<file path="src/hdl/sva_pkg.sv">
package sva_pkg;

	localparam int NUM_VOICES_DEF = 24;

	localparam int PRI_W = 15;
	localparam int VOICE_W = 5;

	localparam logic [PRI_W-1:0] PRI_CEILING = 15'h7FFF;

	localparam logic [1:0] ST_FREE = 2'd0;
	localparam logic [1:0] ST_SUSTAIN = 2'd1;
	localparam logic [1:0] ST_RELEASE = 2'd2;

	localparam logic [1:0] SRC_FREE = 2'd0;
	localparam logic [1:0] SRC_REL = 2'd1;
	localparam logic [1:0] SRC_SUS = 2'd2;
	localparam logic [1:0] SRC_NONE = 2'd3;

	localparam logic REQ_ALLOC = 1'b0;
	localparam logic REQ_SET = 1'b1;

	typedef struct packed {
		logic [1:0]       status;
		logic [PRI_W-1:0] pri;
		logic             locked;
		logic             claimed;
	} entry_t;

	// per-cell update controls, applied only while the ring is at rest
	typedef struct packed {
		logic set;
		logic make_sus;
		logic claim;
	} upd_t;

endpackage

</file>
<file path="src/hdl/sva_cell.sv">
module sva_cell (
	input  logic            clk,
	input  logic            arst_n,
	input  logic            shift,
	input  sva_pkg::entry_t nbr,
	input  sva_pkg::upd_t   upd,
	input  sva_pkg::entry_t set_data,
	output sva_pkg::entry_t entry
);

	sva_pkg::entry_t entry_q;

	always_ff @(posedge clk or negedge arst_n) begin
		if (!arst_n) begin
			entry_q <= '0;
		end else if (shift) begin
			entry_q <= nbr;
		end else if (upd.set) begin
			entry_q.status  <= set_data.status;
			entry_q.pri     <= set_data.pri;
			entry_q.locked  <= set_data.locked;
			entry_q.claimed <= 1'b0;
		end else begin
			if (upd.make_sus)
				entry_q.status <= sva_pkg::ST_SUSTAIN;
			if (upd.claim)
				entry_q.claimed <= 1'b1;
		end
	end

	assign entry = entry_q;

endmodule

</file>
<file path="src/hdl/sva_scan.sv">
module sva_scan #(
	parameter int NUM_VOICES = sva_pkg::NUM_VOICES_DEF
) (
	input  logic                          clk,
	input  logic                          arst_n,
	input  logic                          clear,
	input  logic                          step,
	input  sva_pkg::entry_t               head,
	input  logic [$clog2(NUM_VOICES)-1:0] head_idx,
	input  logic [sva_pkg::PRI_W-1:0]     req_pri,
	output logic                          free_found,
	output logic [$clog2(NUM_VOICES)-1:0] free_idx,
	output logic                          rel_ok,
	output logic [$clog2(NUM_VOICES)-1:0] rel_idx,
	output logic                          sus_ok,
	output logic [$clog2(NUM_VOICES)-1:0] sus_idx
);

	localparam int IDX_W = $clog2(NUM_VOICES);

	logic                      free_q;
	logic [IDX_W-1:0]          free_idx_q;
	logic [sva_pkg::PRI_W-1:0] rel_pri_q;
	logic [IDX_W-1:0]          rel_idx_q;
	logic [sva_pkg::PRI_W-1:0] sus_pri_q;
	logic [IDX_W-1:0]          sus_idx_q;

	always_ff @(posedge clk or negedge arst_n) begin
		if (!arst_n) begin
			free_q     <= 1'b0;
			free_idx_q <= '0;
			rel_pri_q  <= sva_pkg::PRI_CEILING;
			rel_idx_q  <= '0;
			sus_pri_q  <= sva_pkg::PRI_CEILING;
			sus_idx_q  <= '0;
		end else if (clear) begin
			free_q    <= 1'b0;
			rel_pri_q <= sva_pkg::PRI_CEILING;
			sus_pri_q <= sva_pkg::PRI_CEILING;
		end else if (step && !free_q && !head.locked) begin
			if (head.status == sva_pkg::ST_FREE) begin
				free_q     <= 1'b1;
				free_idx_q <= head_idx;
			end else if (head.status == sva_pkg::ST_RELEASE) begin
				if (head.pri < rel_pri_q) begin
					rel_pri_q <= head.pri;
					rel_idx_q <= head_idx;
				end
			end else if (head.pri < sus_pri_q) begin
				// status three falls in here with the sustaining voices
				sus_pri_q <= head.pri;
				sus_idx_q <= head_idx;
			end
		end
	end

	// a best priority below the ceiling means a candidate was seen
	assign free_found = free_q;
	assign free_idx   = free_idx_q;
	assign rel_ok     = (rel_pri_q != sva_pkg::PRI_CEILING) && (req_pri >= rel_pri_q);
	assign rel_idx    = rel_idx_q;
	assign sus_ok     = (sus_pri_q != sva_pkg::PRI_CEILING) && (req_pri >= sus_pri_q);
	assign sus_idx    = sus_idx_q;

endmodule

</file>
<file path="src/hdl/synth_voice_allocator.sv">
// Allocate request: the voice entries rotate once around a ring of cells past a single compare
// unit, then a decide state follows, and the result strobes after it.
// Set request: written at the accepting edge, result strobes in the next cycle; one per cycle
// while not busy. busy is high during the scan and decide cycles only; the next request may be
// accepted in the cycle that carries the strobe. The receiver cannot stall.
// Reset (arst_n low) clears every voice entry to free, priority zero, unlocked, unclaimed.
module synth_voice_allocator #(
	parameter int NUM_VOICES = sva_pkg::NUM_VOICES_DEF
) (
	input  logic                          clk,
	input  logic                          arst_n,
	input  logic                          start,
	output logic                          busy,
	input  logic                          req_type,
	input  logic [sva_pkg::PRI_W-1:0]     request_priority,
	input  logic [sva_pkg::VOICE_W-1:0]   target_voice,
	input  logic [1:0]                    new_status,
	input  logic [sva_pkg::PRI_W-1:0]     new_priority,
	input  logic                          new_locked,
	output logic                          done,
	output logic                          granted,
	output logic [sva_pkg::VOICE_W-1:0]   granted_voice,
	output logic [1:0]                    grant_source
);

	localparam int IDX_W = $clog2(NUM_VOICES);
	localparam logic [IDX_W-1:0] LAST_IDX = IDX_W'(NUM_VOICES - 1);

	typedef enum logic [1:0] {IDLE, SCAN, DECIDE} state_t;

	state_t                    state_q;
	logic [IDX_W-1:0]          cnt_q;
	logic [sva_pkg::PRI_W-1:0] req_pri_q;
	logic                      done_q;
	logic                      granted_q;
	logic [IDX_W-1:0]          voice_q;
	logic [1:0]                src_q;

	logic accept, alloc_go, set_go, set_in_range;

	sva_pkg::entry_t entries [NUM_VOICES];
	sva_pkg::upd_t   upd     [NUM_VOICES];
	sva_pkg::entry_t set_data;

	logic             free_found, rel_ok, sus_ok;
	logic [IDX_W-1:0] free_idx, rel_idx, sus_idx;

	logic             dec_hit;
	logic             dec_sus;
	logic [IDX_W-1:0] dec_idx;
	logic [1:0]       dec_src;

	assign accept       = start && !busy;
	assign alloc_go     = accept && (req_type == sva_pkg::REQ_ALLOC);
	assign set_go       = accept && (req_type == sva_pkg::REQ_SET);
	assign set_in_range = 32'(target_voice) < NUM_VOICES;
	assign busy         = (state_q != IDLE);

	assign set_data.status  = new_status;
	assign set_data.pri     = new_priority;
	assign set_data.locked  = new_locked;
	assign set_data.claimed = 1'b0;

	always_comb begin
		dec_hit = 1'b1;
		dec_sus = 1'b0;
		dec_idx = '0;
		dec_src = sva_pkg::SRC_NONE;
		priority if (free_found) begin
			dec_sus = 1'b1;
			dec_idx = free_idx;
			dec_src = sva_pkg::SRC_FREE;
		end else if (rel_ok) begin
			dec_idx = rel_idx;
			dec_src = sva_pkg::SRC_REL;
		end else if (sus_ok) begin
			dec_idx = sus_idx;
			dec_src = sva_pkg::SRC_SUS;
		end else begin
			dec_hit = 1'b0;
		end
	end

	// ring: cell k takes from cell k+1, cell 0 is the head seen by the scanner
	for (genvar k = 0; k < NUM_VOICES; k++) begin : g_cell
		logic dec_here;
		assign dec_here        = (state_q == DECIDE) && dec_hit && (dec_idx == IDX_W'(k));
		assign upd[k].set      = set_go && set_in_range && (32'(target_voice) == k);
		assign upd[k].make_sus = dec_here && dec_sus;
		assign upd[k].claim    = dec_here;

		sva_cell u_cell (
			.clk      (clk),
			.arst_n   (arst_n),
			.shift    (state_q == SCAN),
			.nbr      (entries[(k + 1) % NUM_VOICES]),
			.upd      (upd[k]),
			.set_data (set_data),
			.entry    (entries[k])
		);
	end

	sva_scan #(
		.NUM_VOICES (NUM_VOICES)
	) u_scan (
		.clk        (clk),
		.arst_n     (arst_n),
		.clear      (alloc_go),
		.step       (state_q == SCAN),
		.head       (entries[0]),
		.head_idx   (cnt_q),
		.req_pri    (req_pri_q),
		.free_found (free_found),
		.free_idx   (free_idx),
		.rel_ok     (rel_ok),
		.rel_idx    (rel_idx),
		.sus_ok     (sus_ok),
		.sus_idx    (sus_idx)
	);

	always_ff @(posedge clk or negedge arst_n) begin
		if (!arst_n) begin
			state_q   <= IDLE;
			cnt_q     <= '0;
			req_pri_q <= '0;
			done_q    <= 1'b0;
			granted_q <= 1'b0;
			voice_q   <= '0;
			src_q     <= sva_pkg::SRC_NONE;
		end else begin
			done_q <= 1'b0;
			unique case (state_q)
				IDLE: begin
					if (alloc_go) begin
						state_q   <= SCAN;
						cnt_q     <= '0;
						req_pri_q <= request_priority;
					end else if (set_go) begin
						done_q    <= 1'b1;
						granted_q <= 1'b0;
						voice_q   <= '0;
						src_q     <= sva_pkg::SRC_NONE;
					end
				end
				SCAN: begin
					cnt_q <= cnt_q + 1'b1;
					if (cnt_q == LAST_IDX)
						state_q <= DECIDE;
				end
				DECIDE: begin
					state_q   <= IDLE;
					done_q    <= 1'b1;
					granted_q <= dec_hit;
					voice_q   <= dec_idx;
					src_q     <= dec_src;
				end
				default: state_q <= IDLE;
			endcase
		end
	end

	assign done          = done_q;
	assign granted       = granted_q;
	assign granted_voice = sva_pkg::VOICE_W'(voice_q);
	assign grant_source  = src_q;

`ifndef NO_ASSERTIONS
	a_alloc_goes_busy: assert property (@(posedge clk) disable iff (!arst_n)
		alloc_go |=> (state_q == SCAN) && (cnt_q == '0))
		else $error("allocate request did not start a scan");

	a_no_grant_fields: assert property (@(posedge clk) disable iff (!arst_n)
		done && !granted |-> (granted_voice == '0) && (grant_source == sva_pkg::SRC_NONE))
		else $error("no-grant result carries a voice or source");

	a_grant_in_range: assert property (@(posedge clk) disable iff (!arst_n)
		done && granted |-> (32'(voice_q) < NUM_VOICES) && (grant_source != sva_pkg::SRC_NONE))
		else $error("grant outside the voice range");

	a_decide_strobes: assert property (@(posedge clk) disable iff (!arst_n)
		(state_q == DECIDE) |=> done && !busy)
		else $error("decide cycle did not produce a result");

	a_free_grant_claimed: assert property (@(posedge clk) disable iff (!arst_n)
		(state_q == DECIDE) && free_found |=>
			entries[voice_q].claimed && (entries[voice_q].status == sva_pkg::ST_SUSTAIN))
		else $error("free voice grant not marked sustaining and claimed");
`endif

endmodule
</file>
<file path="config.mk">
export PLATFORM = sky130hd
export DESIGN_NAME = synth_voice_allocator
export DESIGN_NICKNAME = d
export VERILOG_FILES = /design/src/hdl/sva_pkg.sv /design/src/hdl/sva_cell.sv /design/src/hdl/sva_scan.sv /design/src/hdl/synth_voice_allocator.sv
export SDC_FILE = /design/constraint.sdc
export NUM_CORES = 1
export LEC_CHECK = 0
export ABC_AREA = 1
export BUFFER_PORTS_ARGS = -buffer_cell sky130_fd_sc_hd__buf_4
export CORE_ASPECT_RATIO = 0.5
export CORE_MARGIN = 2
export CORE_UTILIZATION = 65
export CTS_CLUSTER_SIZE = 25
export DETAILED_ROUTE_END_ITERATION = 8
export PLACE_DENSITY = 0.82
export RECOVER_POWER = 100
export SYNTH_ARGS = -nofsm -noshare
export SYNTH_HDL_FRONTEND = slang
export SYNTH_HIERARCHICAL = 1
export SYNTH_SLANG_ARGS = --single-unit
</file>
<file path="constraint.sdc">
create_clock -name clk -period 8.4 [get_ports clk]
set_clock_uncertainty 0.2 [all_clocks]
set_input_delay 0.84 -clock clk [delete_from_list [all_inputs] [get_ports clk]]
set_output_delay 0.84 -clock clk [all_outputs]
set_load 0.1 [all_outputs]
</file>
Word-level counts from Yosys, hierarchy flattened
Index checks and enable logic that the tools add are counted.
{"block": "op_classes", "addsub": 1, "magnitude_cmp": 5, "eq_ne": 58, "muxes": 184, "bitwise": 4, "n_reduce_logical": 178}
{"op": "$mux 19", "n": 24}
{"op": "$mux 16", "n": 24}
{"op": "$mux 15", "n": 10}
{"op": "$reduce_bool 3->1", "n": 48}
{"op": "$mux 2", "n": 54}
{"op": "$eq 5x5->1 const B", "n": 17}
{"op": "$logic_and 1x1->1", "n": 81}
{"op": "$eq 5x4->1 const B", "n": 16}
{"op": "$reduce_bool 2->1", "n": 32}
{"op": "$mux 1", "n": 60}
{"op": "$eq 5x3->1 const B", "n": 8}
{"op": "$ge 15x15->1", "n": 2}
{"op": "$lt 15x15->1", "n": 2}
{"op": "$mux 5", "n": 6}
{"op": "$ne 15x15->1 const B", "n": 2}
{"op": "$eq 5x2->1 const B", "n": 4}
{"op": "$pmux 5 s2", "n": 2}
{"op": "$ne 2x2->1 const B", "n": 6}
{"op": "$eq 5x1->1 const B", "n": 2}
{"op": "$logic_not 5->1", "n": 2}
{"op": "$reduce_and 5->1", "n": 2}
{"op": "$pmux 2 s2", "n": 2}
{"op": "$reduce_and 2->1", "n": 4}
{"op": "$reduce_and 4->1", "n": 2}
{"op": "9 further kinds", "n": 18}
{"block": "totals", "reg_bits": 533, "inputBits": 42, "output_inout_bits": 10, "word_cells": 539}

Depth between registers and ports, before layout
Gate-level depths: netlist (run 1).
{"block": "depth", "depth_word": 11, "depth_mapped": 23, "mapped_depth_nobuf": 22}

Modules after synthesis
Netlist (run 1), hierarchy kept.
{"module": "sva_cell", "n_inst": 24, "cells_each": 108, "area_each_um2": 875.8, "seq_area_each_um2": 475.5}
{"module": "sva_scan", "n_inst": 1, "cells_each": 472, "area_each_um2": 3623.5, "seq_area_each_um2": 1188.6}
{"module": "synth_voice_allocator", "n_inst": 1, "cells_each": 335, "area_each_um2": 2214.6, "seq_area_each_um2": 778.2}

Worst setup path before layout (run 1)
OpenSTA, ideal clock, no wires.
{"block": "synth_path", "path_type": "reg2reg", "start": "register state_q[1]", "end": "register u_scan/sus_pri_q[10] (netlist bit)", "setup_time_ns": 0.060, "arrival_ns": 5.210, "t_required_ns": 8.140, "path_slack_ns": 2.930, "stages_incl_launch_ff": 15, "path_buffers": 1, "period_less_slack_ns": 5.470, "cell_sequence": "dfrtp_1 inv_1 nand2_1 inv_1 inv_1 nor2_2 nand2_1 nor2_1 nand3_1 nor2_2 nand2_4 nand2_4 buf_6 nand2_1 nand2_1"}
{"block": "synth_between", "elab_chain_len": 6, "elab_cells_between_ends": 13, "classes_between": "eq/ne: 3; mux: 1; reduce/logical: 9"}
{"item": "start: declaration", "line_no": "synth_voice_allocator.sv:31", "text": "state_t state_q;"}
{"item": "start signal: assignment", "line_no": "synth_voice_allocator.sv:123", "text": "state_q <= IDLE;"}
{"item": "start signal: assignment", "line_no": "synth_voice_allocator.sv:135", "text": "state_q <= SCAN;"}
{"item": "start signal: assignment", "line_no": "synth_voice_allocator.sv:148", "text": "state_q <= DECIDE;"}
{"item": "$reduce_bool 2->1", "line_no": "synth_voice_allocator.sv:57", "text": "assign busy = (state_q != IDLE);"}
{"item": "$logic_not 1->1", "line_no": "synth_voice_allocator.sv:53", "text": "assign accept = start && !busy;"}
{"item": "$logic_and 1x1->1", "line_no": "synth_voice_allocator.sv:53"}
{"item": "$logic_and 1x1->1", "line_no": "synth_voice_allocator.sv:54", "text": "assign alloc_go = accept && (req_type == sva_pkg::REQ_ALLOC);"}
{"item": "$ne 2x2->1 (no source line) or $reduce_bool 2->1 (tied branches)"}
{"item": "$reduce_and 4->1 (no source line)"}
{"item": "end signal: assignment", "line_no": "sva_scan.sv:34", "text": "sus_pri_q <= sva_pkg::PRI_CEILING;"}
{"item": "end signal: assignment", "line_no": "sva_scan.sv:39", "text": "sus_pri_q <= sva_pkg::PRI_CEILING;"}
{"item": "end signal: assignment", "line_no": "sva_scan.sv:51", "text": "sus_pri_q <= head.pri;"}
{"item": "end: declaration", "line_no": "sva_scan.sv:25", "text": "logic [sva_pkg::PRI_W-1:0] sus_pri_q;"}
Several ways; a longest one is shown, not always the timed one.
A chain may end at the register's enable or synchronous reset.

Worst setup path after layout (run 1)
{"block": "layout_path", "start": "register state_q[1]", "end": "register g_cell[15].u_cell.entry_q, in the netlist g_cell[15].u_cell/entry[18]"}
{"block": "layout_between", "elab_chain_len": 8, "elab_cells_between_ends": 14, "classes_between": "eq/ne: 2; mux: 2; reduce/logical: 10"}
{"item": "$reduce_bool 2->1", "line_no": "synth_voice_allocator.sv:57"}
{"item": "$logic_not 1->1", "line_no": "synth_voice_allocator.sv:53"}
{"item": "$logic_and 1x1->1", "line_no": "synth_voice_allocator.sv:53"}
{"item": "$logic_and 1x1->1", "line_no": "synth_voice_allocator.sv:55", "text": "assign set_go = accept && (req_type == sva_pkg::REQ_SET);"}
{"item": "$logic_and 1x1->1 (2 in a row)", "line_no": "synth_voice_allocator.sv:88", "text": "assign upd[k].set = set_go && set_in_range && (32'(target_voice) == k);"}
{"item": "$mux 2", "line_no": "sva_cell.sv:18", "text": "end else if (upd.set) begin"}
{"item": "$mux 19", "line_no": "sva_cell.sv:16", "text": "end else if (shift) begin"}
{"item": "end signal: assignment", "line_no": "sva_cell.sv:17", "text": "entry_q <= nbr;"}
{"item": "end: declaration", "line_no": "sva_cell.sv:11", "text": "sva_pkg::entry_t entry_q;"}
Several ways; a longest one is shown, not always the timed one.

==> flow_summary.ini, run 1 <==
[run_status]
outcome = finished, violations left
failed_checks = capacitance limit, slew limit

[final_layout]
multi_input_area_um2 = 10960
mostFrequentLayoutCells = nand2_1 (1,592), dfrtp_1 (477), nand3_1 (473)
insertedDiodeCount = 0
drive_gt1_frac = 0.08348
fin_nets = 3371
area_growth_syn_to_layout_pct = 5.147
seq_area_um2 = 12780
final_common_cell = nand2_1
fillers = 3120

[drt]
routed_via_density = 5.731
routed_wl_mm = 66.99
drt_iter0_drc = 2837
ant_nets = 0
first_pass_iters = 6
route.detailed.drc = 0
wl_per_cell_um = 17.46
routed-via-count = 21980

[sta]
relSlewSlack = -1.699
finalCritPeriodShare = 0.6455
fin_ws_ps = 2978
setup_tns_ps = 0
hold_viol = 0
slew_viol_final = 593
rsz0062_at_grt = false
worst_slew_pin_slew_ps = 4049
max_freq_mhz = 184.4
finalSetupViolations = 0
fin_crit_ps = 5422

[setup_path]
cp_cell_sequence = inv_1 > nand2_1 > inv_8 > clkbuf_1 > nor2_1 > a21oi_1 > nand2_1
cp_common_cell = nand2_1
crit_type = flip-flop to flip-flop
slowest_delay_ps = 2010
endpoint_kind = flip-flop
cp_max_fo = 146
worstPathRequired_ps = 8650
cp_slowest_cell = clkbuf_1
start_kind = flip-flop
crit_arrival_ps = 5680

[die]
coreArea_um2 = 39050
rows = 51
start_util = 0.6623
die_width_um = 286.1
die_h_um = 145.1
io_pins = 52
die_area_um2 = 41500

[clock_tree]
cts_htree_levels = 2
cts_root_buf = clkbuf_16
hold_buffers = 0
cts_sinks = 509
clk_path_buf_depth = 3
cts_tree = yes
path_clk_slew_ps = 70
cts_resized = 0
cts_made_buffers = 45
clk_latency_ps = 570
postCtsSetupRepairBufs = 0

[grt]
grt_pass1_wl_mm = 110.2
grt_max_degree = 205
grt_overflow = 0
grt_pass1_vias = 21140
antenna_found_initial = 0
track_usage = 0.3266

[synth]
synth_nets = 3379
syn_inst = 3278
avgSynthCellArea_um2 = 7.890
synth_warnings = 6
syn_area_um2 = 25860

[power]
p_leak_nw = 14.07
ir_worst_vdd_v = 0.0002279
cellPowerDensity_nw_per_um2 = 381.3

[hold_path]
hp-class = input port to asynchronous set/reset pin

[run]
cap_violations = 8

[placement]
gp_congestion = 0.9249
dp_hpwl_mm = 41.59
io_buffers = 51
pre_cts_ws_ps = 4796
[metal layers]
layer,up-vias,GRT usage,wire (um)
met5,-,0,0
met4,0,0.09346,1693
met3,149,0.06415,6856
met2,1058,0.4838,29280
met1,10470,0.4903,29160
li1,10310,-,-
[critical path: cells and delay by family, from the launching register on]
family	cells	cell delay, ps
buffers and inverters	3	2690
and+or+nand+nor	3	1420
DFF	1	380
AOI/OAI and AO/OA	1	380
[registers in the layout (all words and copies together) (netlist names)]
| register | cells |
|---|---|
| state_q | 2 |
| u_scan/free_idx | 5 |
| g_cell.u_cell/entry | 432 |
| granted | 1 |
| grant_source | 2 |
| u_scan/rel_idx | 5 |
| u_scan/rel_pri_q | 15 |
| done | 1 |
| u_scan/sus_pri_q | 15 |
| granted_voice | 5 |
| u_scan/free_found | 1 |
| u_scan/sus_idx | 5 |
| req_pri_q | 15 |
| cnt_q | 5 |
[path summary, 6_finish.rpt]
| check | slack (ps) | from | cells past startpoint | end |
|---|---|---|---|---|
| min | 130 | arst_n | 1 | cnt_q[2]$_DFFE_PN0P_ |
| max | 2980 | state_q[1]$_DFFE_PN0P_ | 7 | g_cell[15].u_cell/entry[18]$_DFFE_PN0P_ |
| max in group asynchronous | 3520 | arst_n | 2 | g_cell[0].u_cell/entry[7]$_DFFE_PN0P_ |
| min in group clk | 260 | request_priority[11] | 3 | req_pri_q[11]$_DFFE_PN0P_ |
| min reg2reg | 270 | u_scan/rel_pri_q[3]$_DFFE_PN1P_ | 2 | u_scan/rel_pri_q[3]$_DFFE_PN1P_ |
| max reg2reg | 2980 | state_q[1]$_DFFE_PN0P_ | 7 | g_cell[15].u_cell/entry[18]$_DFFE_PN0P_ |
[per-stage QoR]
stage	std cells	utilization	power [mW]	hold slack (ps)	cell area [um2]
3_5_place_dp	3753	0.6646	8.131	260.6	25950
6_report	3836	0.6964	10.37	126.0	27190
5_1_grt	3836	0.6964	11.08	188.6	27190
2_1_floorplan	3278	-	7.354	242.5	25860
4_1_cts	3836	0.7044	10.38	166.4	27510
3_3_place_gp	3753	0.6646	7.984	262.4	25950
[layout make-up]
cell class,count,share of cell area
clock buffers,65,0.04868
clock inverters,18,0.008466
inverters,222,0.03092
multi-input cells,2432,0.4029
flip-flops and latches,509,0.4698
well taps,530,0.02438
repair buffers,60,0.01486
[where the power goes]
part           switching [mW]  internal [mW]  total (mW)
combinational            2.73           1.26        3.99
clock                   0.952           1.26        2.21
sequential              0.679           3.49        4.17
total                    4.36           6.01        10.4
(Power assumes the default switching activity.)
==> inputs of run 2 (changes only) <==
- CORE_UTILIZATION: 65 -> 64
- PLACE_DENSITY: 0.82 -> 0.81
- clock period: 8.4 -> 5.05 ns (I/O delays scaled with it)
==> run 2 against run 1 <==
The run still ends with capacitance limit, slew limit left. Via count grew 0.24%. Critical path depth is 1 lower. Global-route usage is 0.53 points lower. Final cell count grew 0.57%. Worst hold slack better by 54 ps. Wire length is 0.46% lower. Maximum frequency up 26%. First-iteration DRC count down 17%. Setup slack worse by 2200 ps. Non-clock buffer count grew 25. Sequential share of layout area is 0.49 points lower. Total power rose by 65%. Critical endpoint is now g_cell[16].u_cell/entry[16]$_DFFE_PN0P_. Largest cell class unchanged.
==> flow_summary.ini, run 2 (synthesis results as in run 1) <==
[setup_path]
rrSetupSlack_ps = 760
worstPathRequired_ps = 5360
cp_common_cell = nand2_1
endpoint_kind = flip-flop
cp_max_fo = 100
crit_type = flip-flop to flip-flop
start_kind = flip-flop
crit_arrival_ps = 4600
slowest_delay_ps = 1370
cp_cell_sequence = nand2_1 > clkinvlp_2 > buf_12 > nor2_1 > nand2_1 > nand3_1
cp_slowest_cell = clkinvlp_2

[final_layout]
fin_cells = 3858
area_growth_syn_to_layout_pct = 6.255
largest_reg_flops = 432
mostFrequentLayoutCells = nand2_1 (1,592), dfrtp_1 (477), nand3_1 (474)
drive_gt1_frac = 0.09165
utilization = 0.6980
final_common_cell = nand2_1
insertedDiodeCount = 0
fin_nets = 3395
fillers = 3127
seq_area_um2 = 12780
multi_input_area_um2 = 11080

[clock_tree]
clk_latency_ps = 580
cts_htree_levels = 2
cts_made_buffers = 44
cts_root_buf = clkbuf_16
clk_path_buf_depth = 3
cts_tree = yes
cts_sinks = 509
path_clk_slew_ps = 70

[grt]
grt_pass1_wl_mm = 109.3
grt_overflow = 0
grt_max_degree = 133
grt_pass1_vias = 21000
track_usage = 0.3213
antenna_found_initial = 0

[drt]
ant_nets = 0
wl_per_cell_um = 17.29
route.detailed.drc = 0
first_pass_iters = 8
routed_wl_mm = 66.69
wl_met2_mm = 28.96
routed_via_density = 5.712
met3_length_mm = 6.783
met1Wirelength_mm = 29.57
routed-via-count = 22040
top_layer = met4
drt_iter0_drc = 2349

[placement]
pre_cts_ws_ps = 1446
dp_hpwl_mm = 41.90
gp_congestion = 0.8899
dpl.cell_count = 3762
io_buffers = 51

[sta]
fin_ws_ps = 758.4
hold_viol = 0
finalCritPeriodShare = 0.8498
slew_viol_final = 138
setup_tns_ps = 0
max_freq_mhz = 233.0
finalSetupViolations = 0
rsz0062_at_grt = false
fin_crit_ps = 4292
relSlewSlack = -0.9511
worst_slew_pin_slew_ps = 2927

[power]
finalPower_mw = 17.09
cellPowerDensity_nw_per_um2 = 621.9
p_leak_nw = 14.16
ir_worst_vdd_v = 0.0004217

[run_status]
outcome = finished, violations left
failed_checks = capacitance limit, slew limit

[die]
rows = 51
coreArea_um2 = 39370
die_width_um = 288.3
start_util = 0.6569
die_area_um2 = 42130
io_pins = 52
die_h_um = 146.1

[hold_path]
hp-class = input port to flip-flop

[run]
cap_violations = 2
run 2: timing repair:
action                                 CTS  global route
endpoints found under the hold margin  121             0
hold buffers                            16             0
setup endpoints to repair                0             0
setup buffers                            0             0
gates resized for setup                  0             0
run 2: final timing paths:
check,from,to,depth (start not counted)
setup / recovery,state_q[0]$_DFFE_PN0P_,g_cell[16].u_cell/entry[16]$_DFFE_PN0P_,6
hold / removal,new_priority[0],g_cell[7].u_cell/entry[2]$_DFFE_PN0P_,3
setup reg to reg,state_q[0]$_DFFE_PN0P_,g_cell[16].u_cell/entry[16]$_DFFE_PN0P_,6
hold reg to reg,u_scan/rel_pri_q[2]$_DFFE_PN1P_,u_scan/rel_pri_q[2]$_DFFE_PN1P_,2
max in group asynchronous,arst_n,g_cell[10].u_cell/entry[10]$_DFFE_PN0P_,3
min in group asynchronous,arst_n,done$_DFF_PN0_,2
run 2: per-stage QoR:
stage	hold WS, ps	instance area, um2
after global placement	260.8	26060
final	179.7	27480
after detailed placement	259.2	26060
after global routing	176.8	27480
after floorplan	9.409	25870
after CTS	148.0	27660
run 2: per-layer routing:
layer / vias up / global-route usage
met5: - / 0
met4: 0 / 0.08031
met3: 113 / 0.06813
met2: 1017 / 0.4716
met1: 10540 / 0.4878
li1: 10360 / -
run 2: cell type report:
cell class / count / area share
Sequential cell: 509 / 0.4649
Multi-Input combinational cell: 2432 / 0.4033
Clock buffer: 67 / 0.04799
Inverter: 222 / 0.03037
Timing Repair Buffer: 85 / 0.02477
Tap cell: 530 / 0.02413
Clock inverter: 13 / 0.004553
run 2: power breakdown:
part | total [mW] | leakage, nW | switching (mW) | internal (mW)
Combinational | 6.68 | 6.83 | 4.54 | 2.15
Sequential | 6.96 | 6.61 | 1.15 | 5.80
Clock | 3.45 | 0.715 | 1.54 | 1.91
Total | 17.1 | 14.2 | 7.23 | 9.86
run 2: critical path, delay by kind of cell (launching register included):
kind	cells	cell delay (ps)
and+or+nand+nor	4	1430
buffers and inverters	2	2150
DFF	1	390
